**config.mk**
```make
export PLATFORM = sky130hd
export DESIGN_NAME = julian_day_to_gregorian_date
export DESIGN_NICKNAME = d
export VERILOG_FILES = /design/src/rtl/core/jdgd_pkg.sv /design/src/rtl/core/jdgd_alu.sv /design/src/rtl/core/julian_day_to_gregorian_date.sv
export VERILOG_INCLUDE_DIRS = /design/src /design/src/rtl/core
export SDC_FILE = /design/constraint.sdc
export NUM_CORES = 2
export LEC_CHECK = 0
export BUFFER_PORTS_ARGS = -buffer_cell sky130_fd_sc_hd__buf_2
export CAP_MARGIN = 10
export CORE_MARGIN = 3
export CORE_UTILIZATION = 43
export DETAILED_ROUTE_END_ITERATION = 10
export GPL_ROUTABILITY_DRIVEN = 0
export PLACE_DENSITY = 0.67
export SKIP_LAST_GASP = 1
export SLEW_MARGIN = 10
export SYNTH_ARGS = -nofsm -noshare
export SYNTH_HDL_FRONTEND = slang
export SYNTH_SLANG_ARGS = --single-unit
export TNS_END_PERCENT = 5
```
**constraint.sdc**
```tcl
create_clock -name clk -period 12.8 [get_ports clk]
set_clock_uncertainty 0.2 [all_clocks]
set_input_delay 1.28 -clock clk [delete_from_list [all_inputs] [get_ports clk]]
set_output_delay 1.28 -clock clk [all_outputs]
set_load 0.02 [all_outputs]
```
**src/rtl/core/julian_day_to_gregorian_date_assert.svh**
```systemverilog
// Assertion macros for the Julian day to Gregorian date converter.
// Needs clk and rst_n in the scope where a macro is used.
`ifndef JULIAN_DAY_TO_GREGORIAN_DATE_ASSERT_SVH
`define JULIAN_DAY_TO_GREGORIAN_DATE_ASSERT_SVH

// Same-cycle implication, checked out of reset.
`define JDGD_ASSERT_NOW(lbl, ante, cons, msg) \
    lbl: assert property (@(posedge clk) disable iff (!rst_n) (ante) |-> (cons)) else $error(msg);

// Next-cycle implication, checked out of reset.
`define JDGD_ASSERT_NXT(lbl, ante, cons, msg) \
    lbl: assert property (@(posedge clk) disable iff (!rst_n) (ante) |=> (cons)) else $error(msg);

`endif

```
**src/rtl/core/jdgd_pkg.sv**
```systemverilog
`timescale 1ns / 1ps
// Shared types, constants and helper functions for the Julian day converter.
// No dependencies.
package jdgd_pkg;

    localparam int FRAC_BITS_DEF = 32;
    localparam int JD_BITS_DEF   = 36;

    localparam int BASE_WHOLE     = 1721060;
    localparam int DJ_MAX         = 1000000000;
    localparam int COMMON_YR_DAYS = 365;
    localparam int LONG_YR        = 366;
    localparam int ERA_YEARS      = 400;
    localparam int ERA_DAYS       = 146097;
    localparam int YEAR_MAX       = 134217727;
    localparam int YEAR_MIN       = -134217728;

    localparam int YEAR_W  = 28;
    localparam int MONTH_W = 4;
    localparam int DAY_W   = 5;
    localparam int REM_W   = 18;   // day within a 400-year cycle
    localparam int PW      = 19;   // remainder during quotient fix-up, below 3 * ERA_DAYS
    localparam int PRE_BITS = 17;  // low day bits dropped for the cycle quotient estimate
    localparam int YO_W    = 9;    // year within cycle, also year quotient width
    localparam int YO_LAST = 399;
    localparam int YSTEPS  = 4;
    localparam int MONTHS  = 12;

    // rem / 366 as (rem * YR_RECIP) >> YR_SHIFT, exact for any rem in a cycle.
    localparam int YR_SHIFT   = 27;
    localparam int YR_RECIP   = (1 << YR_SHIFT) / LONG_YR + 1;
    localparam int YR_RECIP_W = 19;

    typedef enum logic [3:0] {
        ST_IDLE,
        ST_DCALC,
        ST_MAG,
        ST_QEST,
        ST_QREM,
        ST_QADJ,
        ST_FIX,
        ST_YDIV,
        ST_YINIT,
        ST_YSUB,
        ST_YSTEP,
        ST_MSTEP,
        ST_YR,
        ST_FIN
    } jdgd_state_t;

    // Leap rule for a year offset 0..399 inside a cycle.
    function automatic logic leap_in_cycle(input logic [YO_W-1:0] yo);
        logic lp;
        if (yo == YO_W'(0))
            lp = 1'b1;
        else if (yo == YO_W'(100) || yo == YO_W'(200) || yo == YO_W'(300))
            lp = 1'b0;
        else
            lp = (yo[1:0] == 2'b00);
        return lp;
    endfunction

    // mp / 100 for mp below 400.
    function automatic logic [1:0] cent_of(input logic [YO_W-1:0] mp);
        logic [1:0] c;
        c = 2'(mp >= YO_W'(100)) + 2'(mp >= YO_W'(200)) + 2'(mp >= YO_W'(300));
        return c;
    endfunction

    function automatic logic [DAY_W-1:0] days_in_month(input logic [MONTH_W-1:0] m,
                                                       input logic leap);
        logic [DAY_W-1:0] len;
        case (m)
            4'd2:                      len = leap ? DAY_W'(29) : DAY_W'(28);
            4'd4, 4'd6, 4'd9, 4'd11:   len = DAY_W'(30);
            default:                   len = DAY_W'(31);
        endcase
        return len;
    endfunction

endpackage

```
**src/rtl/core/jdgd_alu.sv**
```systemverilog
`timescale 1ns / 1ps
// Shared subtract/compare unit: res = a - b, ge = (a >= b) unsigned.
// No dependencies.
module jdgd_alu #(
    parameter int AW = 38
) (
    input  logic [AW-1:0] a,
    input  logic [AW-1:0] b,
    output logic [AW-1:0] res,
    output logic          ge
);
    logic [AW:0] diff;

    assign diff = {1'b0, a} - {1'b0, b};
    assign res  = diff[AW-1:0];
    assign ge   = ~diff[AW];

endmodule

```
**src/rtl/core/julian_day_to_gregorian_date.sv**
```systemverilog
`timescale 1ns / 1ps
// Julian date to proleptic Gregorian date; one word in, one word out.
// A rejected date goes straight to the output step; else the sequencer runs the day count,
// magnitude, cycle quotient estimate and fix-ups, floor fix, year steps and month steps.
// No new word is taken before the result is written; a held out_stall delays that.
// Reset (rst_n, async, active low) clears the sequencer and the output valid only.
// Depends on jdgd_pkg, jdgd_alu and julian_day_to_gregorian_date_assert.svh.
module julian_day_to_gregorian_date #(
    parameter int FRAC_BITS = jdgd_pkg::FRAC_BITS_DEF,
    parameter int JD_BITS   = jdgd_pkg::JD_BITS_DEF
) (
    input  logic                         clk,
    input  logic                         rst_n,
    input  logic                         in_valid,
    output logic                         in_stall,
    input  logic [JD_BITS-1:0]           jd_whole,
    input  logic [FRAC_BITS-1:0]         jd_frac,
    output logic                         out_valid,
    input  logic                         out_stall,
    output logic                         status,
    output logic [jdgd_pkg::YEAR_W-1:0]  year,
    output logic [jdgd_pkg::MONTH_W-1:0] month,
    output logic [jdgd_pkg::DAY_W-1:0]   day,
    output logic [FRAC_BITS-1:0]         day_fraction
);
    import jdgd_pkg::*;

    // Datapath widths.
    localparam int AW   = JD_BITS + 2;                   // signed day count d
    localparam int QW1  = JD_BITS - PRE_BITS;            // cycle quotient bits
    localparam int DVW  = (QW1 > YO_W) ? QW1 : YO_W;     // quotient register
    localparam int CNW  = $clog2(YSTEPS + 1);
    localparam int NW   = QW1 + 1;                       // signed cycle count
    localparam int YW   = ((JD_BITS - 6 > YEAR_W) ? JD_BITS - 6 : YEAR_W) + 1;
    localparam int CW   = ((JD_BITS > 31) ? JD_BITS : 31) + 1;
    localparam int QT   = QW1 + 1;                       // estimate shift
    localparam int QPW  = QW1 + QT;
    localparam int YPW  = REM_W + YR_RECIP_W;

    // Cycle quotient estimate: top day bits times 2^(PRE_BITS+QT)/ERA_DAYS.
    // Never above the true quotient and at most two below it.
    localparam longint CYC_RECIP_L = (longint'(1) << (PRE_BITS + QT)) / longint'(ERA_DAYS);
    localparam logic [QT-1:0] CYC_RECIP = QT'(CYC_RECIP_L);

    localparam logic signed [CW-1:0] DJ_LIM = CW'(DJ_MAX);
    localparam logic signed [YW-1:0] YR_HI  = YW'(YEAR_MAX);
    localparam logic signed [YW-1:0] YR_LO  = YW'(YEAR_MIN);
    localparam logic signed [YW-1:0] YR_CYC = YW'(ERA_YEARS);

    jdgd_state_t state_reg, state_next;

    logic [JD_BITS-1:0]    w_reg, w_next;
    logic                  carry_reg, carry_next;
    logic [FRAC_BITS-1:0]  frac_reg, frac_next;
    logic                  reject_reg, reject_next;
    logic [AW-1:0]         acc_reg, acc_next;
    logic                  neg_reg, neg_next;
    logic [PW-1:0]         p_reg, p_next;
    logic [DVW-1:0]        q_reg, q_next;
    logic [CNW-1:0]        cnt_reg, cnt_next;
    logic signed [NW-1:0]  n_reg, n_next;
    logic [REM_W-1:0]      rem_reg, rem_next;
    logic [REM_W-1:0]      cursor_reg, cursor_next;
    logic [REM_W-1:0]      left_reg, left_next;
    logic [YO_W-1:0]       yo_reg, yo_next;
    logic [MONTH_W-1:0]    month_reg, month_next;
    logic signed [YW-1:0]  yfull_reg, yfull_next;

    logic                  out_valid_reg, out_valid_next;
    logic                  status_reg, status_next;
    logic [YEAR_W-1:0]     year_reg, year_next;
    logic [MONTH_W-1:0]    omonth_reg, omonth_next;
    logic [DAY_W-1:0]      day_reg, day_next;
    logic [FRAC_BITS-1:0]  dfrac_reg, dfrac_next;

    // Shared unit.
    logic [AW-1:0] alu_a, alu_b, alu_res;
    logic          alu_ge;

    jdgd_alu #(
        .AW(AW)
    ) u_alu (
        .a   (alu_a),
        .b   (alu_b),
        .res (alu_res),
        .ge  (alu_ge)
    );

    // Scratch values.
    logic signed [CW-1:0] w_ext;
    logic                 in_reject;
    logic [AW-1:0]        mag;
    logic [REM_W-1:0]     r_fix;
    logic [QW1-1:0]       q_fix;
    logic [QPW-1:0]       qprod;
    logic [QW1-1:0]       q_est;
    logic [AW-1:0]        qmul;
    logic [YPW-1:0]       yprod;
    logic [YO_W-1:0]      qy, more, mp;
    logic [REM_W-1:0]     cur_calc;
    logic signed [YW-1:0] ysat;
    logic                 out_free;
    logic                 month_ok, date_ok, zeroed;

    assign w_ext     = CW'($signed(jd_whole));
    assign in_reject = (w_ext > DJ_LIM) || ((w_ext == DJ_LIM) && (jd_frac != '0));
    assign r_fix     = p_reg[REM_W-1:0];
    assign q_fix     = q_reg[QW1-1:0];
    assign qprod     = QPW'(acc_reg[JD_BITS-1:PRE_BITS]) * QPW'(CYC_RECIP);
    assign q_est     = qprod[QT +: QW1];
    assign qmul      = AW'(q_fix) * AW'(ERA_DAYS);
    assign yprod     = YPW'(rem_reg) * YPW'(YR_RECIP);
    assign qy        = q_reg[YO_W-1:0];
    assign more      = qy - YO_W'(1);
    assign mp        = qy - YO_W'(2);
    assign out_free  = !out_valid_reg || !out_stall;

    // Days before the first year that the stepping loop still has to test.
    assign cur_calc = REM_W'(more * COMMON_YR_DAYS) + REM_W'(mp >> 2)
                      - REM_W'(cent_of(mp)) + REM_W'(1);

    always_comb
    begin
        if (yfull_reg > YR_HI)
            ysat = YR_HI;
        else if (yfull_reg < YR_LO)
            ysat = YR_LO;
        else
            ysat = yfull_reg;
    end

    always_comb
    begin
        state_next     = state_reg;
        w_next         = w_reg;
        carry_next     = carry_reg;
        frac_next      = frac_reg;
        reject_next    = reject_reg;
        acc_next       = acc_reg;
        neg_next       = neg_reg;
        p_next         = p_reg;
        q_next         = q_reg;
        cnt_next       = cnt_reg;
        n_next         = n_reg;
        rem_next       = rem_reg;
        cursor_next    = cursor_reg;
        left_next      = left_reg;
        yo_next        = yo_reg;
        month_next     = month_reg;
        yfull_next     = yfull_reg;
        out_valid_next = out_valid_reg && out_stall;
        status_next    = status_reg;
        year_next      = year_reg;
        omonth_next    = omonth_reg;
        day_next       = day_reg;
        dfrac_next     = dfrac_reg;
        alu_a          = '0;
        alu_b          = '0;
        mag            = acc_reg;

        case (state_reg)
            ST_IDLE:
            begin
                if (in_valid)
                begin
                    // Adding half a day: the top fraction bit is the carry.
                    w_next      = jd_whole;
                    carry_next  = jd_frac[FRAC_BITS-1];
                    frac_next   = {~jd_frac[FRAC_BITS-1], jd_frac[FRAC_BITS-2:0]};
                    reject_next = in_reject;
                    state_next  = in_reject ? ST_FIN : ST_DCALC;
                end
            end

            ST_DCALC:
            begin
                // d = w - base + carry
                alu_a      = AW'($signed(w_reg));
                alu_b      = carry_reg ? AW'(BASE_WHOLE - 1) : AW'(BASE_WHOLE);
                acc_next   = alu_res;
                state_next = ST_MAG;
            end

            ST_MAG:
            begin
                // Work on |d|, keep the sign for the floor fix.
                alu_a      = '0;
                alu_b      = acc_reg;
                mag        = acc_reg[AW-1] ? alu_res : acc_reg;
                neg_next   = acc_reg[AW-1];
                acc_next   = mag;
                state_next = ST_QEST;
            end

            ST_QEST:
            begin
                q_next     = DVW'(q_est);
                state_next = ST_QREM;
            end

            ST_QREM:
            begin
                // Remainder against the estimate, below three times ERA_DAYS.
                alu_a      = acc_reg;
                alu_b      = qmul;
                p_next     = alu_res[PW-1:0];
                state_next = ST_QADJ;
            end

            ST_QADJ:
            begin
                // Bring the remainder under one cycle.
                alu_a = AW'(p_reg);
                alu_b = AW'(ERA_DAYS);
                if (alu_ge)
                begin
                    p_next = alu_res[PW-1:0];
                    q_next = q_reg + DVW'(1);
                end
                else
                    state_next = ST_FIX;
            end

            ST_FIX:
            begin
                // Floor division for negative day counts.
                alu_a = AW'(ERA_DAYS);
                alu_b = AW'(r_fix);
                if (neg_reg && (r_fix != '0))
                begin
                    n_next   = ~{1'b0, q_fix};
                    rem_next = alu_res[REM_W-1:0];
                end
                else if (neg_reg)
                begin
                    n_next   = NW'(0) - {1'b0, q_fix};
                    rem_next = '0;
                end
                else
                begin
                    n_next   = {1'b0, q_fix};
                    rem_next = r_fix;
                end
                state_next = ST_YDIV;
            end

            ST_YDIV:
            begin
                // rem / 366 by reciprocal, exact over a whole cycle.
                q_next     = DVW'(yprod[YR_SHIFT +: YO_W]);
                state_next = ST_YINIT;
            end

            ST_YINIT:
            begin
                if (qy >= YO_W'(2))
                begin
                    cursor_next = cur_calc;
                    yo_next     = more;
                end
                else
                begin
                    cursor_next = '0;
                    yo_next     = '0;
                end
                state_next = ST_YSUB;
            end

            ST_YSUB:
            begin
                alu_a      = AW'(rem_reg);
                alu_b      = AW'(cursor_reg);
                left_next  = alu_res[REM_W-1:0];
                cnt_next   = '0;
                state_next = ST_YSTEP;
            end

            ST_YSTEP:
            begin
                alu_a = AW'(left_reg);
                alu_b = leap_in_cycle(yo_reg) ? AW'(LONG_YR) : AW'(COMMON_YR_DAYS);
                if ((cnt_reg == CNW'(YSTEPS)) || (yo_reg == YO_W'(YO_LAST)) || !alu_ge)
                begin
                    month_next = MONTH_W'(1);
                    state_next = ST_MSTEP;
                end
                else
                begin
                    left_next = alu_res[REM_W-1:0];
                    yo_next   = yo_reg + YO_W'(1);
                    cnt_next  = cnt_reg + CNW'(1);
                end
            end

            ST_MSTEP:
            begin
                alu_a = AW'(left_reg);
                alu_b = AW'(days_in_month(month_reg, leap_in_cycle(yo_reg)));
                if ((month_reg == MONTH_W'(MONTHS)) || !alu_ge)
                    state_next = ST_YR;
                else
                begin
                    left_next  = alu_res[REM_W-1:0];
                    month_next = month_reg + MONTH_W'(1);
                end
            end

            ST_YR:
            begin
                yfull_next = YW'(n_reg) * YR_CYC + $signed(YW'({1'b0, yo_reg}));
                state_next = ST_FIN;
            end

            ST_FIN:
            begin
                if (out_free)
                begin
                    out_valid_next = 1'b1;
                    status_next    = reject_reg;
                    if (reject_reg)
                    begin
                        year_next   = '0;
                        omonth_next = '0;
                        day_next    = '0;
                        dfrac_next  = '0;
                    end
                    else
                    begin
                        year_next   = ysat[YEAR_W-1:0];
                        omonth_next = month_reg;
                        day_next    = DAY_W'(left_reg + REM_W'(1));
                        dfrac_next  = frac_reg;
                    end
                    state_next = ST_IDLE;
                end
            end

            default:
            begin
                state_next = ST_IDLE;
            end
        endcase
    end

    always_ff @(posedge clk or negedge rst_n)
    begin
        if (!rst_n)
        begin
            state_reg     <= ST_IDLE;
            out_valid_reg <= 1'b0;
        end
        else
        begin
            state_reg     <= state_next;
            out_valid_reg <= out_valid_next;
        end
    end

    always_ff @(posedge clk)
    begin
        w_reg      <= w_next;
        carry_reg  <= carry_next;
        frac_reg   <= frac_next;
        reject_reg <= reject_next;
        acc_reg    <= acc_next;
        neg_reg    <= neg_next;
        p_reg      <= p_next;
        q_reg      <= q_next;
        cnt_reg    <= cnt_next;
        n_reg      <= n_next;
        rem_reg    <= rem_next;
        cursor_reg <= cursor_next;
        left_reg   <= left_next;
        yo_reg     <= yo_next;
        month_reg  <= month_next;
        yfull_reg  <= yfull_next;
        status_reg <= status_next;
        year_reg   <= year_next;
        omonth_reg <= omonth_next;
        day_reg    <= day_next;
        dfrac_reg  <= dfrac_next;
    end

    assign in_stall     = (state_reg != ST_IDLE);
    assign out_valid    = out_valid_reg;
    assign status       = status_reg;
    assign year         = year_reg;
    assign month        = omonth_reg;
    assign day          = day_reg;
    assign day_fraction = dfrac_reg;

    assign month_ok = (month_reg >= MONTH_W'(1)) && (month_reg <= MONTH_W'(MONTHS));
    assign date_ok  = (day != '0) && (month != '0) && (month <= MONTH_W'(MONTHS));
    assign zeroed   = (year == '0) && (month == '0) && (day == '0);

`include "julian_day_to_gregorian_date_assert.svh"

    `JDGD_ASSERT_NXT(a_busy_after_accept, in_valid && !in_stall, in_stall, "not busy after accept")
    `JDGD_ASSERT_NOW(a_month_range, state_reg == ST_MSTEP, month_ok, "month counter out of range")
    `JDGD_ASSERT_NOW(a_ystep_bound, state_reg == ST_YSTEP, cnt_reg <= CNW'(YSTEPS), "year steps")
    `JDGD_ASSERT_NOW(a_ok_fields, out_valid && !status, date_ok, "bad date in result")
    `JDGD_ASSERT_NOW(a_reject_zero, out_valid && status, zeroed, "rejected word not zeroed")

endmodule
```
Word level (Yosys, flattened, before mapping)
Cells that the tools add are included.
{"block": "classes", "div": 0, "eq_ne": 34, "n_bitwise": 2, "addsub": 15, "n_shift": 0, "order_cmp": 7, "mux": 42, "reduce_logical": 38, "n_mul": 5}
{"op": "38-bit one-hot mux with 8 select lines", "count": 1}
{"op": "38-bit one-hot mux with 6 select lines", "count": 1}
{"op": "38-bit one-hot mux with 2 select lines", "count": 1}
{"op": "18-bit 2-to-1 mux", "count": 4}
{"op": "19-bit one-hot mux with 3 select lines", "count": 1}
{"op": "4-bit one-hot mux with 14 select lines", "count": 1}
{"op": "18-bit one-hot mux with 3 select lines", "count": 1}
{"op": "20-bit 2-to-1 mux", "count": 2}
{"op": "19-bit by 20-bit multiplier with 39-bit output (second input constant)", "count": 1}
{"op": "38-bit by 38-bit subtractor with 39-bit output", "count": 1}
{"op": "19-bit 2-to-1 mux", "count": 2}
{"op": "38-bit 2-to-1 mux", "count": 1}
{"op": "19-bit one-hot mux with 2 select lines", "count": 1}
{"op": "19-bit by 18-bit multiplier with 37-bit output (second input constant)", "count": 1}
{"op": "36-bit by 31-bit == test with 1-bit output (second input constant)", "count": 1}
{"op": "4-bit == test (second input constant)", "count": 9}
{"op": "36-bit by 31-bit > comparator with 1-bit output (second input constant)", "count": 1}
{"op": "18-bit by 17-bit multiplier with 34-bit output (second input constant)", "count": 1}
{"op": "4-bit 2-to-1 mux", "count": 8}
{"op": "32-bit nonzero test", "count": 1}
{"op": "30-bit by 10-bit adder with 31-bit output", "count": 1}
{"op": "31-bit by 28-bit > comparator with 1-bit output (second input constant)", "count": 1}
{"op": "31-bit by 28-bit less-than comparator with 1-bit output (second input constant)", "count": 1}
{"op": "28-bit 2-to-1 mux", "count": 1}
{"op": "other kinds (54)", "count": 99}
{"block": "totals", "latchBits": 0, "register_bits": 343, "output_inout_bits": 72, "ram_bits": 0, "memories": 0, "romBits": 0, "wordCells": 168}

Logic depth before layout (Yosys ltp)
{"block": "depth", "depth_word": 13, "ltp_mapped": 34, "ltp_nobuf": 34}

Hierarchy
A second synthesis with hierarchy kept.
{"block": "unflattened", "cells_unflattened": 3873, "area_unflattened_um2": 39484.1}
{"mod": "julian_day_to_gregorian_date", "n_inst": 1, "area_per_inst_um2": 37419.6, "cells_each": 3559}
{"mod": "jdgd_alu", "n_inst": 1, "area_per_inst_um2": 2064.5, "cells_each": 314}

Worst setup path before layout
OpenSTA, ideal clock, no wires.
{"block": "synth_timing", "path_kind": "register to register", "from": "reg q_reg[0] (netlist: q_fix[0])", "to": "reg left_reg[0] (enable)", "setup_slack_ps": 4148, "setup_time_ps": 399, "required_ps": 12201, "stages_incl_launch_ff": 31, "t_arrival_ps": 8053, "cell_sequence": "edfxtp_1 clkbuf_1 clkinv_1 ha_1 ha_1 inv_1 fa_1 inv_1 fa_1 inv_1 fa_1 inv_1 ha_1 or3_1 a211oi_1 o31ai_1 and4_1 o31a_1 or4_1 a31oi_1 xnor2_1 a22oi_1 ha_1 inv_1 nor2_1 nand2_1 nor2_1 o211ai_1 o21a_1 a21o_1 a21oi_1"}
{"block": "synth_between", "elab_chain_cells": 6}
{"element": "start: declaration", "line_no": "julian_day_to_gregorian_date.sv:59", "rtl": "logic [DVW-1:0] q_reg, q_next;"}
{"element": "start signal: assignment", "line_no": "julian_day_to_gregorian_date.sv:368", "rtl": "q_reg <= q_next;"}
{"element": "19-bit by 18-bit multiplier with 37-bit output *", "line_no": "julian_day_to_gregorian_date.sv:111", "rtl": "assign qmul = AW'(q_fix) * AW'(ERA_DAYS);"}
{"element": "38-bit one-hot mux with 8 select lines *", "line_no": "julian_day_to_gregorian_date.sv:161", "rtl": "case (state_reg)"}
{"element": "38-bit by 38-bit subtractor with 39-bit output *", "line_no": "jdgd_alu.sv:14", "rtl": "assign diff = {1'b0, a} - {1'b0, b};"}
{"element": "1-bit logical OR (on tied branches)", "line_no": "julian_day_to_gregorian_date.sv:299, julian_day_to_gregorian_date.sv:282"}
{"element": "2-bit inequality test (no source line)"}
{"element": "3-bit AND reduction (no source line) *"}
{"element": "end signal: assignment", "line_no": "julian_day_to_gregorian_date.sv:373", "rtl": "left_reg <= left_next;"}
{"element": "end: declaration", "line_no": "julian_day_to_gregorian_date.sv:64", "rtl": "logic [REM_W-1:0] left_reg, left_next;"}
Every way passes the cells marked *; elsewhere a longest branch is shown, timed or not.
A chain may end at the register's enable or synchronous reset.

Worst setup path after layout
{"block": "layout_timing", "from": "reg q_reg[0] (netlist: q_fix[0])", "to": "reg p_reg[4] (enable)"}
{"block": "layout_between", "elab_chain_cells": 5}
{"element": "19-bit by 18-bit multiplier with 37-bit output", "line_no": "julian_day_to_gregorian_date.sv:111"}
{"element": "38-bit one-hot mux with 8 select lines", "line_no": "julian_day_to_gregorian_date.sv:161"}
{"element": "38-bit by 38-bit subtractor with 39-bit output", "line_no": "jdgd_alu.sv:14"}
{"element": "2-bit inequality test (no source line)"}
{"element": "2-bit AND reduction (no source line)"}
{"element": "end signal: assignment", "line_no": "julian_day_to_gregorian_date.sv:367", "rtl": "p_reg <= p_next;"}
{"element": "end: declaration", "line_no": "julian_day_to_gregorian_date.sv:58", "rtl": "logic [PW-1:0] p_reg, p_next;"}
No other way between the ends.

==> results.py <==
metrics = {
    "status": {
        "status": "finished clean",
    },
    "timing": {
        "setup_viol": 0,
        "rsz0062_at_grt": "no",
        "clock.fmax_mhz": 104.2,
        "fin_tns_setup_ns": 0,
        "slew_viol_final": 0,
        "worst_pin_slew_ns": 1.236,
        "maxSlewHeadroom_pct": 17.18,
        "period_share_pct": 74.97,
        "hold_violations": 0,
        "finalCriticalPeriod_ns": 9.597,
    },
    "route": {
        "drc": 0,
        "ant_nets": 0,
        "drt_iter0_markers": 2053,
        "viasPerCell": 5.375,
        "wl_per_cell_um": 19.09,
        "route.vias.total": 27510,
        "dr.pass1.iters": 6,
        "wl_mm": 97.71,
    },
    "critical_path": {
        "cp-start-kind": "register",
        "crit_slowest_cell": "edfxtp_1",
        "required_ns": 12.79,
        "cpMostUsedCell": "inv_1",
        "end_kind": "register",
        "arrival_ns": 9.59,
        "path_class": "reg2reg",
        "cp_max_fo": 19,
        "cp_slowest_stage_delay_ns": 0.78,
    },
    "grt": {
        "antenna_found_initial": 2,
        "grt_pass1_vias": 28110,
        "grt_max_degree": 71,
        "grt-ovfl-total": 0,
        "grt_use_total_pct": 20.85,
        "grt_pass1_wl_mm": 155.2,
    },
    "die": {
        "core_sq_um": 89330,
        "dieWidth_um": 307.6,
        "ios": 144,
        "rows": 109,
        "start_util_pct": 43.78,
        "dieHeight_um": 307.6,
        "die-area_sq_um": 94610,
    },
    "logic_synthesis": {
        "syn_area_sq_um": 39110,
        "syn_inst": 3788,
        "synth_compound_area_share_pct": 11.16,
        "yosys_warnings": 0,
        "ys_ff_latch": 343,
        "synth_top_family_by_area": "adder cells",
        "synth_fp_nets": 4914,
        "synth-simple-area-share_pct": 8.244,
        "ys_types": 88,
        "synth_fa_ha_area_share_pct": 41.26,
        "ys_seq_area_share_pct": 26.27,
        "ys.flop_type": "edfxtp_1",
        "synthMuxAreaShare_pct": 0.1632,
        "syn_avg_cell_area_sq_um": 10.33,
        "synth-xor-area-share_pct": 4.412,
        "synth-edff-count": 338,
        "async_reset_ff_share_pct": 1.458,
    },
    "clocking": {
        "clock-root-buffer": "clkbuf_16",
        "htree_levels": 2,
        "cts_buffers": 40,
        "clock-sinks": 343,
        "cts_tree": "built",
        "cts_setup_buffers": 0,
        "path_clk_slew_ns": 0.07,
        "ctsResizeCount": 0,
        "clock_path_buffers": 3,
        "worstSkewPairLatency_ns": 0.58,
        "cts.hold.buffers_added": 0,
    },
    "placement": {
        "dp_hpwl_mm": 79.83,
        "io_buffers": 143,
    },
    "layout": {
        "fin_nets": 5050,
        "syn2layout_area_growth_pct": 8.855,
        "largest_reg_flops": 38,
        "drive_above_1_share_pct": 7.007,
        "num_antenna_cells": 0,
    },
    "min_path": {
        "worstHoldPathType": "reg2reg",
    },
    "run": {
        "max_cap_violations": 0,
    },
}
-- cells in the final DEF, fill, tap and decap left out, types with 72 or more instances in the layout --
| cell type | netlist | routed |
|---|---|---|
| inv_1 | 813 | 813 |
| ha_1 | 661 | 661 |
| fa_1 | 393 | 393 |
| edfxtp_1 | 338 | 338 |
| nor2_1 | 170 | 166 |
| nand2_1 | 163 | 163 |
| a21oi_1 | 146 | 144 |
| xnor2_1 | 143 | 143 |
| buf_2 | 1 | 143 |
| o21ai_0 | 103 | 102 |
| a21o_1 | 72 | 72 |
-- area by class of cell --
type	instances	area, sq um
Fill cell	8204	46750
Multi-Input combinational cell	2561	25580
Sequential cell	343	10270
Inverter	814	3055
Tap cell	1165	1458
Clock buffer	46	1045
Timing Repair Buffer	164	873.3
Clock inverter	25	289.0
-- Yosys cell counts, drive strengths merged, types with 65 or more instances --
master  instances  area share, %
clkbuf         66           0.64
a21o           73            1.4
nand3          71           0.92
fa            393             20
nor2b          67            1.1
nor2          170            1.6
ha            661             21
a22oi          65            1.2
edfxtp        338             26
xnor2         143            3.2
a21oi         147            1.9
o21ai         109            1.4
inv           813            7.8
nand2         163            1.6
-- worst max-delay path: cells and delay by family, from the launching register on --
| kind | cells | cell delay [ns] |
|---|---|---|
| xor gates and xnor gates | 1 | 0.14 |
| and+or+nand+nor | 8 | 2.60 |
| adders and majority gates | 7 | 3.11 |
| DFF | 1 | 0.78 |
| AOI/OAI and AO/OA | 7 | 1.61 |
| buffers and inverters | 6 | 0.74 |
-- through the flow --
stage	instance area [sq um]	cells	hold slack [ns]	utilization (%)	worst slack, ns
2_1_floorplan	39110	3788	0.2244	-	4.148
3_3_place_gp	41240	5047	0.3118	46.17	3.530
3_5_place_dp	41240	5047	0.3152	46.17	3.388
4_1_cts	42570	5118	0.3269	47.66	3.317
5_1_grt	42570	5118	0.3242	47.66	2.710
6_report	42570	5118	0.3293	47.66	3.203
-- cells by family (layout without fill, tap and decap cells) --
kind of cell             after synthesis  count (layout)
buffers and inverters                884            1049
XOR/XNOR                             197             197
multiplexers                           6               6
adder cells (fa/ha/maj)             1054            1054
AND/OR/NAND/NOR                      658             658
AO/OA/AOI/OAI                        646             646
flip-flops                           343             343
-- layer usage --
layer	GRT usage [%]	share of wire, %	vias up
li1	-	-	13040
met1	28.63	43	13440
met2	34.58	47	849
met3	2.696	6.2	178
met4	6.208	3.0	2
met5	0	0.013	-
-- path summary, 6_finish.rpt --
check / start / endpoint / slack [ns] / depth (start not counted)
min in group asynchronous: rst_n / state_reg[0] / 0.34 / 1
worst max-delay path: q_fix[0] / p_reg[4] / 3.20 / 29
max in group asynchronous: rst_n / out_valid / 11.90 / 1
worst min register to register: frac_reg[0] / day_fraction[0] / 0.33 / 1
worst min-delay path: frac_reg[0] / day_fraction[0] / 0.33 / 1
worst max register to register: q_fix[0] / p_reg[4] / 3.20 / 29
Power is not shown: default switching activity piles up to over one toggle a cycle in this logic, so the estimate is an artifact.
